`config.mk`:
```
export PLATFORM = sky130hd
export DESIGN_NAME = bbr_front_flat
export DESIGN_NICKNAME = d
export VERILOG_FILES = /design/src/design/bbr_pkg.sv /design/src/design/bbr_if.sv /design/src/design/bbr_front.sv /design/src/flat_wrapper.sv
export SDC_FILE = /design/constraint.sdc
export NUM_CORES = 1
export LEC_CHECK = 0
export ABC_AREA = 1
export BUFFER_PORTS_ARGS = -buffer_cell sky130_fd_sc_hd__clkbuf_2
export CORE_MARGIN = 5
export CORE_UTILIZATION = 55
export DETAILED_ROUTE_END_ITERATION = 7
export PLACE_DENSITY_LB_ADDON = 0.2
export SLEW_MARGIN = 30
export SYNTH_ARGS = -nofsm -noshare
export SYNTH_HDL_FRONTEND = slang
export SYNTH_SLANG_ARGS = --single-unit
```
`constraint.sdc`:
```
create_clock -name clock -period 5.6 [get_ports clock]
set_input_delay 0.56 -clock clock [delete_from_list [all_inputs] [get_ports clock]]
set_output_delay 0.56 -clock clock [all_outputs]
set_load 0.005 [all_outputs]
```
`src/design/bbr_pkg.sv`:
```
// bbr_pkg: shared constants, types and codes of the 3x3 box blur
// no dependencies; used by the channel interfaces and every module
`default_nettype none

package bbr_pkg;

   // frame geometry
   localparam int MAX_WIDTH  = 2048;
   localparam int MAX_HEIGHT = 2048;
   localparam int COL_W      = $clog2(MAX_WIDTH);
   localparam int ROW_W      = $clog2(MAX_HEIGHT);
   localparam int SIZE_W     = 12;
   localparam int OUT_POS_W  = 11;

   // pixel layout
   localparam int IN_PIX_W = 32;
   localparam int CH_W     = 8;
   localparam int NUM_CH   = 3;
   localparam int PIX_W    = CH_W * NUM_CH;
   localparam int WIN_N    = 3;
   localparam int SUM_W    = 12;

   // floor(s / 9) as (s * 7282) >> 16, exact for s below 4096
   localparam int DIV9_RECIP_W = 13;
   localparam logic [DIV9_RECIP_W-1:0] DIV9_RECIP = 13'd7282;
   localparam int DIV9_SHIFT   = 16;
   localparam int PROD_W       = SUM_W + DIV9_RECIP_W;

   // register defaults and limits
   localparam logic [SIZE_W-1:0] WIDTH_RESET  = 12'd1024;
   localparam logic [SIZE_W-1:0] HEIGHT_RESET = 12'd768;
   localparam logic [SIZE_W-1:0] MIN_SIZE     = 12'd3;
   localparam logic [SIZE_W-1:0] WIDTH_LIMIT  = SIZE_W'(MAX_WIDTH);
   localparam logic [SIZE_W-1:0] HEIGHT_LIMIT = SIZE_W'(MAX_HEIGHT);

   // queue between front and back
   localparam int QUEUE_DEPTH = 4;
   localparam int QPTR_W      = $clog2(QUEUE_DEPTH);

   // result buffer
   localparam int OUT_DEPTH = 8;
   localparam int OPTR_W    = $clog2(OUT_DEPTH);

   // configuration register indexes
   localparam int CSR_INDEX_W = 1;
   typedef enum logic [CSR_INDEX_W-1:0] {
      CSR_IMAGE_WIDTH  = 1'b0,
      CSR_IMAGE_HEIGHT = 1'b1
   } csr_index_type;

   typedef logic [PIX_W-1:0] pixel_type;

   // one classified pixel, front to back
   typedef struct packed {
      pixel_type               pixel;
      logic [COL_W-1:0]        col;
      logic                    emit;
      logic [OUT_POS_W-1:0]    out_col;
      logic [OUT_POS_W-1:0]    out_row;
   } item_type;

   // one finished result
   typedef struct packed {
      pixel_type               color;
      logic [OUT_POS_W-1:0]    col;
      logic [OUT_POS_W-1:0]    row;
   } result_type;

   // queue status toward the front
   typedef struct packed {
      logic full;
   } queue_status_type;

endpackage

`default_nettype wire

```
`src/design/bbr_if.sv`:
```
// bbr_req_if / bbr_rsp_if: valid/ready channels of the box blur
// depends on bbr_pkg for field widths
`default_nettype none

interface bbr_req_if;
   import bbr_pkg::*;
   logic                valid;
   logic                ready;
   logic [IN_PIX_W-1:0] pixel_color;
   logic                frame_start;

   modport source (output valid, output pixel_color, output frame_start, input ready);
   modport sink (input valid, input pixel_color, input frame_start, output ready);
endinterface


`default_nettype wire

```
`src/design/bbr_front.sv`:
```
// bbr_front: size registers, position counters and interior classification
// depends on bbr_pkg and bbr_req_if; feeds bbr_queue
`default_nettype none

module bbr_front (
   input  logic                           clock,
   input  logic                           reset,
   bbr_req_if.sink                        req_ch,
   input  logic                           csr_write_en,
   input  logic [bbr_pkg::CSR_INDEX_W-1:0] csr_index,
   input  logic [bbr_pkg::SIZE_W-1:0]     csr_data,
   input  bbr_pkg::queue_status_type      q_status,
   output logic                           push,
   output bbr_pkg::item_type              push_item
);
   import bbr_pkg::*;

   logic [SIZE_W-1:0] width_ff, width_in;
   logic [SIZE_W-1:0] height_ff, height_in;
   logic [COL_W-1:0]  col_ff, col_in;
   logic [ROW_W-1:0]  row_ff, row_in;

   logic [SIZE_W-1:0] w_eff, h_eff;
   logic [COL_W-1:0]  col_cur;
   logic [ROW_W-1:0]  row_cur;
   logic [SIZE_W-1:0] col_inc, row_inc;
   logic              transfer;
   logic              emit;

   // configuration writes
   always_comb begin
      width_in  = width_ff;
      height_in = height_ff;
      if (csr_write_en) begin
         unique case (csr_index_type'(csr_index))
            CSR_IMAGE_WIDTH:  width_in  = csr_data;
            CSR_IMAGE_HEIGHT: height_in = csr_data;
            default:          width_in  = width_ff;
         endcase
      end
   end

   // effective frame size
   always_comb begin
      priority if (width_ff < MIN_SIZE) w_eff = MIN_SIZE;
      else if (width_ff > WIDTH_LIMIT)  w_eff = WIDTH_LIMIT;
      else                              w_eff = width_ff;
      priority if (height_ff < MIN_SIZE) h_eff = MIN_SIZE;
      else if (height_ff > HEIGHT_LIMIT) h_eff = HEIGHT_LIMIT;
      else                               h_eff = height_ff;
   end

   assign req_ch.ready = !q_status.full;
   assign transfer     = req_ch.valid && req_ch.ready;

   // position of this pixel and whether it closes an interior window
   always_comb begin
      col_cur = req_ch.frame_start ? '0 : col_ff;
      row_cur = req_ch.frame_start ? '0 : row_ff;
      emit = (col_cur >= COL_W'(2)) && (row_cur >= ROW_W'(2))
           && (SIZE_W'(col_cur) < w_eff) && (SIZE_W'(row_cur) < h_eff);
   end

   // counter advance with wrap at the frame edges
   always_comb begin
      col_inc = SIZE_W'(col_cur) + SIZE_W'(1);
      row_inc = SIZE_W'(row_cur) + SIZE_W'(1);
      col_in  = col_ff;
      row_in  = row_ff;
      if (transfer) begin
         if (col_inc >= w_eff) begin
            col_in = '0;
            row_in = (row_inc >= h_eff) ? '0 : row_inc[ROW_W-1:0];
         end else begin
            col_in = col_inc[COL_W-1:0];
            row_in = row_cur;
         end
      end
   end

   always_ff @(posedge clock) begin
      if (reset) begin
         width_ff  <= WIDTH_RESET;
         height_ff <= HEIGHT_RESET;
         col_ff    <= '0;
         row_ff    <= '0;
      end else begin
         width_ff  <= width_in;
         height_ff <= height_in;
         col_ff    <= col_in;
         row_ff    <= row_in;
      end
   end

   // classified item toward the queue
   always_comb begin
      push              = transfer;
      push_item.pixel   = req_ch.pixel_color[PIX_W-1:0];
      push_item.col     = col_cur;
      push_item.emit    = emit;
      push_item.out_col = OUT_POS_W'(col_cur - COL_W'(1));
      push_item.out_row = OUT_POS_W'(row_cur - ROW_W'(1));
   end

endmodule

`default_nettype wire

```
`src/flat_wrapper.sv`:
```
// flat-port wrapper written by rule: the top's interface ports become plain ports
module bbr_front_flat import bbr_pkg::*;
  (clock, reset, csr_write_en, csr_index, csr_data, q_status, push, push_item, req_ch_valid, req_ch_pixel_color, req_ch_frame_start, req_ch_ready);
  bbr_req_if req_ch_i ();
  input  logic clock;
  input  logic reset;
  input  logic csr_write_en;
  input  logic [bbr_pkg::CSR_INDEX_W-1:0] csr_index;
  input  logic [bbr_pkg::SIZE_W-1:0] csr_data;
  input  bbr_pkg::queue_status_type q_status;
  output logic push;
  output bbr_pkg::item_type push_item;
  input wire logic [$bits(req_ch_i.valid)-1:0] req_ch_valid;
  input wire logic [$bits(req_ch_i.pixel_color)-1:0] req_ch_pixel_color;
  input wire logic [$bits(req_ch_i.frame_start)-1:0] req_ch_frame_start;
  output wire logic [$bits(req_ch_i.ready)-1:0] req_ch_ready;
  assign req_ch_i.valid = req_ch_valid;
  assign req_ch_i.pixel_color = req_ch_pixel_color;
  assign req_ch_i.frame_start = req_ch_frame_start;
  assign req_ch_ready = req_ch_i.ready;
  bbr_front u_core (.clock(clock), .reset(reset), .req_ch(req_ch_i), .csr_write_en(csr_write_en), .csr_index(csr_index), .csr_data(csr_data), .q_status(q_status), .push(push), .push_item(push_item));
endmodule
```
==> summary.md <==
| Metric | Value |
|---|---|
| Max-Cap Viols | `0` |
| Placed cell areas | `around 4500 µm²` |
| Die Wd | `between 90 and 100 µm` |
| Tot Pwr | `808 µW` |
| Yosys warning count | `0` |
| Worst Clk Skew | `0.0119 ns` |
| Number of CTS-inserted buffers | `5` |
| Leak | `2.51 nW` |
| Area leader, netlist | `dfxtp_1` |
| Crit start category | `primary input` |
| HPWL after detailed placement | `8860 µm` |
| # diodes | `0` |
| Total wire length | `11200 µm` |
| CP required | `5.83 ns` |
| Crit-path max FO | `28` |
| Post-Syn Instances | `667` |
| Power per cell area | `174 nW/µm²` |
| Overall die area | `9900 µm²` |
| CTS clock-pin slew for the worst setup and hold paths | `0.08 ns` |
| Worst VDD drop | `~0.00017 V` |
| I/O pin count | `about 110` |
| Net Count, Synth | `a little under 800` |
| Initial antenna violation count | `0` |
| Multi-input logic area | `just under 3000 µm²` |
| Gr ovfl total | `0` |
| Via count | `4247` |
| Initial DRC Count | `287` |
| Synth top area cells | `dfxtp_1 (21%), ha_1 (15%), nand2_1 (14%), nor2_1 (7.3%), inv_1 (5.5%)` |
| Worst Hold Class | `flip-flop to flip-flop` |
| Count leader, synth | `nand2_1` |
| Starting Density | `56.7%` |
| Worst-case clock buffer depth | `2` |
| Placeable core area | `7770 µm²` |
| Num Clock Sinks | `46` |
| Detailed-router iteration count before antenna repair | `5` |
| CTS Hold Bufs | `0` |
| Commonest cells post-synth | `nand2_1 (160), nor2_1 (86), inv_1 (64)` |
| # Post-CTS Setup Buffers | `0` |
| Cts repair resizes | `0` |
| Worst r2r src | `u_core.col_ff[1]` |
| GPL Wtd Cong | `0.909` |
| Outcome | `complete, no violations` |
| Tightest Pin Transition | `0.852 ns` |
| WL/cell | `14.1 µm` |
| Worst hold slack | `between 0.4 and 0.5 ns` |
| Vias in the first global route | `4013` |
| Routed vias/inst | `5.38` |
| Rows | `32` |
| Hold_sp | `u_core.col_ff[9]` |
| Antenna-violating nets left | `0` |
| Number of enable flip-flop cells after synthesis | `0` |
| Register area | `~920 µm²` |
| Sum Neg Setup Slack | `0 ns` |
| CP endpoint kind | `flip-flop` |
| Largest net degree at the start of global routing | `33` |
| Finished Cell Area | `4640 µm²` |
| Die Span Y | `99.5 µm` |
| Nets | `790` |
| Final Hold Vio Count | `0` |
| Fin crit share | `75.1%` |
| Port Buffers | `54` |
| Worst EP arrival | `4.44 ns` |
| Synth top area share | `20.9%` |
| # DRC | `0` |
| Period minus WS final | `4.21 ns` |
| Overall routing resource usage | `22.5%` |
| #FFs+latches synth | `46` |
| Fmax | `0.238 GHz` |
| Global-route wire length before repair | `18600 µm` |
| Mapped cell area | `4400 µm²` |
| Area growth from synthesis to layout | `5.43%` |
| Relative slew slack | `43.1%` |
| Layout cells sized above 1 | `15.9%` |
| Sequential share of the synthesized area | `20.9%` |
| Fillcell total | `787` |
| Unrepaired setup endpoints after global routing | `false` |
| Clock latency on the worst-skew pair | `about 0.3 ns` |
| Synth cell types | `38` |
| CTS H-tree lvls | `2` |
| CTS tree | `built` |
| Clk root buf | `clkbuf_8` |
| Main synth FF type | `dfxtp_1` |
| WS Path Type | `primary input to flip-flop` |
| Worst Setup SP | `req_ch_frame_start` |
| Syn Area/Cell | `about 6.6 µm²` |
| Setup violations, final | `0` |
| Ys async rst share | `0%` |
| Fin. max-slew vios | `0` |
[routing by layer]
| metal | track usage, % | vias to the layer above | share of wire (%) |
|---|---|---|---|
| met1 | 30.9 | 1919 | 47 |
| met2 | 36.3 | 142 | 45 |
| li1 | - | 2152 | - |
| met4 | 7.25 | 0 | 2.0 |
| met3 | 3.23 | 34 | 6.2 |
| met5 | 0 | - | 0 |
[cell usage in the layout (no fill, tap or decap), drive strengths merged, types with 10 or more instances in the layout]
master / n
a21oi: 40
clkbuf: 60
nor3: 10
o21ai: 33
nand2: 173
nand4: 11
ha: 52
inv: 74
nand3: 51
xor2: 26
nor2: 97
dfxtp: 46
[critical path, stage by stage]
cell      delay (ns)
clkbuf_2        0.16
inv_6           0.31
nand2_4         0.14
inv_2           0.17
ha_1            0.26
nand3_1         0.15
nor2_2          0.18
nand3_1         0.09
nand2_1         0.08
inv_1           0.05
ha_1            0.28
nand2_1         0.06
nor2_1          0.05
nand2_1         0.05
nor2_1          0.04
nand2_1         0.40
nand2_1         0.43
nor2_1          0.68
nand2_1         0.12
a21oi_1         0.15
[cells by family (layout without fill, tap and decap cells)]
family / after synthesis / count (layout) / share of synthesized area, %
simple gates: 345 / 345 / 36.2
compound gates: 80 / 80 / 9.69
flops: 46 / 46 / 20.9
fa+ha+maj: 52 / 52 / 14.8
xor+xnor: 27 / 27 / 5.54
buf+inv: 117 / 137 / 12.9
[layout make-up]
| type | count | share of cell area (%) |
|---|---|---|
| inverter | 75 | 6.22 |
| clock buffer | 6 | 1.78 |
| sequential | 46 | 19.8 |
| tap | 102 | 2.75 |
| multi-input combinational | 504 | 62.8 |
| clock inverter | 1 | 0.647 |
| timing repair buffer | 55 | 5.98 |
[flip-flops by register name (all words and copies together) (netlist names)]
register,count
u_core.height_ff,12
u_core.width_ff,12
u_core.col_ff,11
u_core.row_ff,11
[power by group]
part | switching, mW | internal, mW
registers | 0.0146 | 0.343
clock network | 0.116 | 0.143
logic | 0.123 | 0.0697
[path summary, 6_finish.rpt]
kind | end | slack (ns) | cells past startpoint
worst max-delay path | u_core.col_ff[1] | 1.39 | 20
worst min-delay path | u_core.col_ff[9] | 0.47 | 2
worst max register to register | u_core.col_ff[1] | 1.57 | 18
worst min register to register | u_core.col_ff[9] | 0.47 | 2
[per-stage QoR]
step                      cells  utilization [%]  worst slack (ns)
final                       789             59.8              1.39
after global routing        789             59.8              1.08
after CTS                   789             59.8              1.43
after detailed placement    782             58.3              1.13
after global placement      782             58.3              1.22
after floorplan             667                -              2.67
(Power assumes the default switching activity.)
