## config.mk

```make
export PLATFORM = sky130hd
export DESIGN_NAME = bbr_queue
export DESIGN_NICKNAME = d
export VERILOG_FILES = /design/src/design/bbr_pkg.sv /design/src/design/bbr_queue.sv
export SDC_FILE = /design/constraint.sdc
export NUM_CORES = 1
export LEC_CHECK = 0
export ABC_AREA = 1
export BUFFER_PORTS_ARGS = -buffer_cell sky130_fd_sc_hd__buf_4
export CORE_MARGIN = 5
export CORE_UTILIZATION = 40
export CTS_CLUSTER_DIAMETER = 150
export DETAILED_ROUTE_END_ITERATION = 8
export GPL_ROUTABILITY_DRIVEN = 0
export SLEW_MARGIN = 20
export SYNTH_ARGS = -nofsm -noshare
export SYNTH_HDL_FRONTEND = slang
export SYNTH_SLANG_ARGS = --single-unit
export TNS_END_PERCENT = 30
```

## constraint.sdc

```tcl
create_clock -name clock -period 4.47 [get_ports clock]
set_clock_uncertainty 0.2 [all_clocks]
set_input_delay 0.2235 -clock clock [delete_from_list [all_inputs] [get_ports clock]]
set_output_delay 0.2235 -clock clock [all_outputs]
set_load 0.03 [all_outputs]
```

## src/design/bbr_pkg.sv

```systemverilog
// bbr_pkg: shared constants, types and codes of the 3x3 box blur
// no dependencies; used by the channel interfaces and every module
`default_nettype none

package bbr_pkg;

   // frame geometry
   localparam int MAX_WIDTH  = 2048;
   localparam int MAX_HEIGHT = 2048;
   localparam int COL_W      = $clog2(MAX_WIDTH);
   localparam int ROW_W      = $clog2(MAX_HEIGHT);
   localparam int SIZE_W     = 12;
   localparam int OUT_POS_W  = 11;

   // pixel layout
   localparam int IN_PIX_W = 32;
   localparam int CH_W     = 8;
   localparam int NUM_CH   = 3;
   localparam int PIX_W    = CH_W * NUM_CH;
   localparam int WIN_N    = 3;
   localparam int SUM_W    = 12;

   // floor(s / 9) as (s * 7282) >> 16, exact for s below 4096
   localparam int DIV9_RECIP_W = 13;
   localparam logic [DIV9_RECIP_W-1:0] DIV9_RECIP = 13'd7282;
   localparam int DIV9_SHIFT   = 16;
   localparam int PROD_W       = SUM_W + DIV9_RECIP_W;

   // register defaults and limits
   localparam logic [SIZE_W-1:0] WIDTH_RESET  = 12'd1024;
   localparam logic [SIZE_W-1:0] HEIGHT_RESET = 12'd768;
   localparam logic [SIZE_W-1:0] MIN_SIZE     = 12'd3;
   localparam logic [SIZE_W-1:0] WIDTH_LIMIT  = SIZE_W'(MAX_WIDTH);
   localparam logic [SIZE_W-1:0] HEIGHT_LIMIT = SIZE_W'(MAX_HEIGHT);

   // queue between front and back
   localparam int QUEUE_DEPTH = 4;
   localparam int QPTR_W      = $clog2(QUEUE_DEPTH);

   // result buffer
   localparam int OUT_DEPTH = 8;
   localparam int OPTR_W    = $clog2(OUT_DEPTH);

   // configuration register indexes
   localparam int CSR_INDEX_W = 1;
   typedef enum logic [CSR_INDEX_W-1:0] {
      CSR_IMAGE_WIDTH  = 1'b0,
      CSR_IMAGE_HEIGHT = 1'b1
   } csr_index_type;

   typedef logic [PIX_W-1:0] pixel_type;

   // one classified pixel, front to back
   typedef struct packed {
      pixel_type               pixel;
      logic [COL_W-1:0]        col;
      logic                    emit;
      logic [OUT_POS_W-1:0]    out_col;
      logic [OUT_POS_W-1:0]    out_row;
   } item_type;

   // one finished result
   typedef struct packed {
      pixel_type               color;
      logic [OUT_POS_W-1:0]    col;
      logic [OUT_POS_W-1:0]    row;
   } result_type;

   // queue status toward the front
   typedef struct packed {
      logic full;
   } queue_status_type;

endpackage

`default_nettype wire

```

## src/design/bbr_queue.sv

```systemverilog
// bbr_queue: short item queue between the front and the back
// depends on bbr_pkg
`default_nettype none

module bbr_queue (
   input  logic                      clock,
   input  logic                      reset,
   input  logic                      push,
   input  bbr_pkg::item_type         push_item,
   output bbr_pkg::queue_status_type q_status,
   input  logic                      pop,
   output logic                      head_valid,
   output bbr_pkg::item_type         head_item
);
   import bbr_pkg::*;

   item_type          entry_ff [QUEUE_DEPTH];
   logic [QPTR_W-1:0] wr_ptr_ff, wr_ptr_in;
   logic [QPTR_W-1:0] rd_ptr_ff, rd_ptr_in;
   logic [QPTR_W:0]   count_ff, count_in;
   logic              do_pop;

   assign do_pop     = pop && (count_ff != '0);
   assign head_valid = (count_ff != '0);
   assign head_item  = entry_ff[rd_ptr_ff];
   assign q_status.full = (count_ff == (QPTR_W+1)'(QUEUE_DEPTH));

   // pointer and fill bookkeeping
   always_comb begin
      wr_ptr_in = push ? wr_ptr_ff + QPTR_W'(1) : wr_ptr_ff;
      rd_ptr_in = do_pop ? rd_ptr_ff + QPTR_W'(1) : rd_ptr_ff;
      count_in  = count_ff + (QPTR_W+1)'(push) - (QPTR_W+1)'(do_pop);
   end

   always_ff @(posedge clock) begin
      if (reset) begin
         wr_ptr_ff <= '0;
         rd_ptr_ff <= '0;
         count_ff  <= '0;
      end else begin
         wr_ptr_ff <= wr_ptr_in;
         rd_ptr_ff <= rd_ptr_in;
         count_ff  <= count_in;
      end
   end

   // storage
   always_ff @(posedge clock) begin
      if (push) begin
         entry_ff[wr_ptr_ff] <= push_item;
      end
   end

endmodule

`default_nettype wire

```

==> impl_metrics.ini, run 1 <==
[power_and_ir_drop]
combPwrFrac_pct = 27.5
p_per_area_nw_per_um2 = 538
ir_worst_vdd_uv = 406
pwr-share-clk_pct = 30.2
p_leak_uw = 0.00409
seqPwrFrac_pct = 42.3
switching_share_pct = 31.9
switchingPower_uw = 1980
fin_total_pwr_uw = 6210
p_int_uw = 4230

[placement]
numPortBuffers = 121
dp_hpwl_mm = 11.5

[final_layout]
final_layout_size_suffix_gt1_share_pct = 21.9
fin_util_pct = 51.1
fin_nets = 871
synthToLayoutAreaGrowth_pct = 26.3
fill_cells = 1907

[global_route]
grt_pass1_vias = 5794
grt_first_pass_wirelength_mm = 31.7
grt_overflow = 0
grt_use_total_pct = 15.3
grt_max_degree = 117
grt_antenna_before_repair = 1

[worst_setup_path]
start_kind = flop
cp.arrival_ns = 2.81
crit_type = reg2out
crit_fanout = 59
worst_ep_required_time_ns = 4.05
endpoint_kind = primary output

[yosys]
netlist_area_sq_um = 9130
synth.avg_cell_area_sq_um = 14.7
synth.distinct_cells = 26
ys_seq_elements = 241
yosysSeqAreaShare_pct = 78.2
yosysWarningCount = 0
postSynthCellCount = 623
synth.net_count = 692

[clocking]
clk_pin_slew_worst_paths_ns = 0.06
cts_setup_buffers = 0
cts_made_buffers = 25
cts_tree = done
cts_resized = 0
clockBufferDepth = 3
cts-htree-levels = 1
cts-hold-fix-buffers = 62
cts_num_sinks = 241
insertion_delay_ns = 0.50
cts_root_buf = clkbuf_16

[sta]
setup_viol = 0
period_share_pct = 72.2
fmax_mhz = 310
hold_violations = 0
rsz0062_at_grt = false
period_needed_ns = 3.23
slew-limit-headroom_pct = 27.1
timing.final.max_slew_violations = 0
fin_setup_tns_ns = 0
worst_slew_pin_slew_ns = 1.09

[detailed_routing]
wire_per_inst_um = 18.7
drt_iter0_drc = 422
antenna_left = 0
viasPerCell = 5.19
drtPass1Iterations = 5
drc = 0
vias = 5733
drt-total-wl_mm = 20.7

[run]
maxCapViolations = 0

[floorplan]
initial_core_util_pct = 40.5
fp.coreArea_sq_um = 22600
die-height_um = 161
die_area_sq_um = 26000
die_w_um = 161
pin_count = 122
row_count = 55

[hold_path]
hp-class = in2reg

[run_status]
outcome = finished, final reports clean
area by class of cell:
type / instances / area, sq um / area share (%)
Antenna cell: 1 / 2.50 / 0.0217
Clock buffer: 38 / 706 / 6.12
Clock inverter: 5 / 30.0 / 0.260
Inverter: 18 / 72.6 / 0.629
Multi-Input combinational cell: 327 / 1640 / 14.2
Sequential cell: 241 / 7150 / 62.0
Tap cell: 285 / 357 / 3.09
Timing Repair Buffer: 189 / 1580 / 13.7
stage by stage:
stage                     hold slack [ns]  setup slack, ns  area [sq um]  cells
after floorplan                    0.0947             2.14          9130    623
after global placement              0.202             1.80         10200    998
after detailed placement            0.203             1.73         10200    998
after CTS                           0.242             1.17         11500   1103
after global routing                0.260             1.02         11500   1104
final                               0.262             1.24         11500   1104
per-layer routing:
metal  part of all wire [%]  up-vias  global-route usage, %
li1                       -     2678                      -
met1                     43     2849                   20.2
met2                     50      178                   26.9
met3                    5.8       28                   2.68
met4                    1.7        0                   3.10
met5                      0        -                      0
critical path, stage by stage (launching register included):
cell and delay [ns]:
dfxtp_2 0.31, buf_4 0.33, inv_2 0.87, o21ai_0 0.28
o22ai_1 0.27, buf_4 0.21
Yosys cell counts:
library cell	count	area (sq um)
edfxtp_1	232	6970
nor2_1	114	428
o21ai_0	112	561
o22ai_1	56	350
inv_1	16	60.1
nand2_1	12	45.0
nor2_2	10	62.6
dfxtp_1	9	180
buf_2	8	40.0
buf_6	7	78.8
clkbuf_4	7	52.6
clkbuf_1	6	22.5
ha_1	6	75.1
o21ai_1	6	30.0
a21oi_1	5	25.0
clkbuf_2	5	25.0
nand3_1	2	10.0
o22ai_2	2	25.0
a21boi_0	1	7.51
buf_12	1	20.0
buf_4	1	7.51
buf_8	1	15.0
clkbuf_8	1	13.8
fa_1	1	20.0
inv_2	1	3.75
inv_6	1	8.76
flip-flops by register name, summed over array words and instances, names as in the netlist, named ones only:
register / cells
entry_ff: 232
count_ff: 3
rd_ptr_ff: 2
wr_ptr_ff: 2
worst paths after layout:
check | endpoint | depth (start not counted) | from | slack (ns)
worst min-delay path | entry_ff[3][6]$_DFFE_PP_ | 2 | push_item[6] | 0.26
worst min register to register | flop | 2 | rd_ptr_ff[0]$_SDFFE_PP0P_ | 0.30
worst max-delay path | head_item[24] | 5 | flop | 1.24
worst max register to register | entry_ff[0][5]$_DFFE_PP_ | 5 | wr_ptr_ff[0]$_SDFFE_PP0P_ | 2.05
placed cells by master (no fill, tap or decap), drive strengths merged:
master       synthesis  routed
clkinv               0       3
o21ai              118     118
nand2               12      12
o22ai               58      58
dlygate4sd3          0      62
a21oi                5       5
fa                   1       1
nand3                2       2
edfxtp             232     232
nor2               124     124
a21boi               1       1
dfxtp                9       9
ha                   6       6
inv                 18      18
clkinvlp             0       2
diode                0       1
buf                 18     127
clkbuf              19      38
kinds of logic after synthesis:
kind of cell	after synthesis	synth area share [%]
flops	241	78.2
simple gates	138	5.97
compound gates	182	10.9
buf+inv	55	3.81
fa+ha+maj	7	1.04
power groups by stage:
stage               Clock, uW  Combinational (uW)  Sequential [uW]
global route             2010                1850             2640
CTS                      1920                1730             2630
detailed placement          0                1680             2680
finish                   1880                1710             2630
global placement            0                1640             2670
floorplan                   0                1130             2670
No activity file was read; power rests on OpenSTA's default activity.
==> inputs of run 2 (changes only) <==
==> constraint.sdc (replaced) <==
create_clock -name clock -period 3.4 [get_ports clock]
set_clock_uncertainty 0.2 [all_clocks]
set_input_delay 0.17 -clock clock [delete_from_list [all_inputs] [get_ports clock]]
set_output_delay 0.17 -clock clock [all_outputs]
set_load 0.03 [all_outputs]
==> run 2 against run 1 <==
Effect of this change: sequential power increased by 34%; flip-flop and latch count unchanged; via count fell by 0.72%; die area stayed put; clock power increased by 36%; power increased by 33%; setup slack worse by 0.83 ns; largest power group unchanged; hold slack got worse by 0.065 ns; register-to-register slack worse by 0.80 ns; count of clock-buffer cells in the layout is 9 lower; critical path type unchanged; sequential share of layout area down 0.49 points.
==> impl_metrics.ini, run 2 (synthesis gave the netlist of run 1 again) <==
[clocking]
cts_resized = 0
cts-htree-levels = 1
cts_tree = done
insertion_delay_ns = 0.51
cts_made_buffers = 25
cts_num_sinks = 241
clk_pin_slew_worst_paths_ns = 0.06
clockBufferDepth = 3
cts_root_buf = clkbuf_16

[power_and_ir_drop]
p_per_area_nw_per_um2 = 710
ir_worst_vdd_uv = 476
p_leak_uw = 0.00414

[floorplan]
initial_core_util_pct = 40.5
pin_count = 122
die_w_um = 161
row_count = 55
fp.coreArea_sq_um = 22600
die-height_um = 161
die_area_sq_um = 26000

[global_route]
grt_overflow = 0
grt_first_pass_wirelength_mm = 31.8
grt_pass1_vias = 6009
grt_max_degree = 117
grt_use_total_pct = 15.3
grt_antenna_before_repair = 1

[final_layout]
finalNonFillerCells = 1110
fill_cells = 1909
final_layout_size_suffix_gt1_share_pct = 22.2
largest_reg_flops = 232
final_cell_mix = edfxtp_1 (232), buf_4 (127), nor2_1 (114), o21ai_0 (112), dlygate4sd3_1 (62)
fin_nets = 874
largest_register = entry_ff
layout_commonest_cell = edfxtp_1
fin_util_pct = 51.5
synthToLayoutAreaGrowth_pct = 27.3
reg_top3 = entry_ff x232, count_ff x3

[worst_setup_path]
crit_fanout = 61
crit_chain = buf_4 > o21ai_0 > o22ai_1 > buf_4
r2r_cells = 8
critPathMostFrequentCell = buf_4
cpMaxStageDelayCell = dfxtp_4
endpoint_kind = primary output
crit_type = reg2out
r2r_start = count_ff[1]$_SDFF_PP0_
r2r-end = count_ff[0]$_SDFF_PP0_
r2r_slack_ns = 1.25
worst_ep_required_time_ns = 3.03
slowest_delay_ns = 0.75
start_kind = flop
cp.arrival_ns = 2.62

[detailed_routing]
wire_per_inst_um = 18.2
drt-total-wl_mm = 20.2
viasPerCell = 5.13
drt_iter0_drc = 412
vias = 5692
drc = 0
drtPass1Iterations = 4
antenna_left = 0

[sta]
setup_viol = 0
worst_slew_pin_slew_ns = 0.857
rsz0062_at_grt = false
period_needed_ns = 2.99
fin_setup_tns_ns = 0
period_share_pct = 88.1
slew-limit-headroom_pct = 42.9
hold_violations = 0
fmax_mhz = 334
worst_slack_ns = 0.406
timing.final.max_slew_violations = 0

[hold_path]
min_to = entry_ff[2][19]$_DFFE_PP_
hp-start = push_item[19]
worstHoldPathCells = 2
hp-class = in2reg

[run]
maxCapViolations = 0

[placement]
dp_cells = 1001
dp_hpwl_mm = 11.3
numPortBuffers = 121
place_ws_ns = 0.938

[run_status]
outcome = finished, final reports clean
-- run 2: cell count changes in the layout (fill, tap and decap cells not counted), sizes merged --
cell,change
clkinv,+10
clkbuf,-9
buf,+3
bufinv,+2
clkinvlp,-1
inv,+1
-- run 2: final cells by class --
cell class                      instances  area, sq um  share of cell area [%]
Antenna cell                            1         2.50                  0.0215
Clock buffer                           29          641                    5.51
Clock inverter                         17          130                    1.12
Inverter                               18         72.6                   0.624
Multi-Input combinational cell        327         1640                    14.1
Sequential cell                       241         7150                    61.5
Tap cell                              285          357                    3.07
Timing Repair Buffer                  192         1630                    14.1
-- run 2: how the worst max path moves through the flow --
| stage | endpoint | start |
|---|---|---|
| after floorplan | entry_ff[2][0]$_DFFE_PP_ | wr_ptr_ff[0]$_SDFFE_PP0P_ |
| after global placement | head_item[5] | flop |
| after detailed placement | head_item[5] | flop |
| after CTS | head_item[5] | flop |
| after global routing | head_item[5] | flop |
| final | head_item[5] | flop |
-- run 2: metrics by stage --
step	power [uW]	instance area [sq um]	hold WS (ns)
2_1_floorplan	4990	9130	0.0412
6_report	8250	11600	0.197
3_5_place_dp	5730	10200	0.160
5_1_grt	8650	11600	0.186
3_3_place_gp	5670	10200	0.147
4_1_cts	8350	11600	0.175
-- run 2: layer usage --
metal | share of wire [%] | routed length (um) | global-route usage, %
met3 | 6.2 | 1250 | 3.16
met4 | 1.6 | 329 | 3.76
met1 | 43 | 8750 | 19.7
met5 | 0 | 0 | 0
met2 | 49 | 9840 | 26.9
-- run 2: where the power goes --
| part | internal, uW | switching [uW] | leakage [uW] | total (uW) |
|---|---|---|---|---|
| clock | 1490 | 1060 | 0.000376 | 2550 |
| sequential | 3410 | 107 | 0.00221 | 3520 |
| combinational | 733 | 1450 | 0.00156 | 2180 |
-- run 2: critical path, delay by kind of cell, from the launching register on --
kind,cells,cell delay [ns]
buf+inv,2,0.81
compound gates,2,0.49
flops,1,0.75
-- run 2: timing repair --
action	CTS	global route
hold buffers	62	0
endpoints found under the hold margin	241	0
setup buffers	0	0
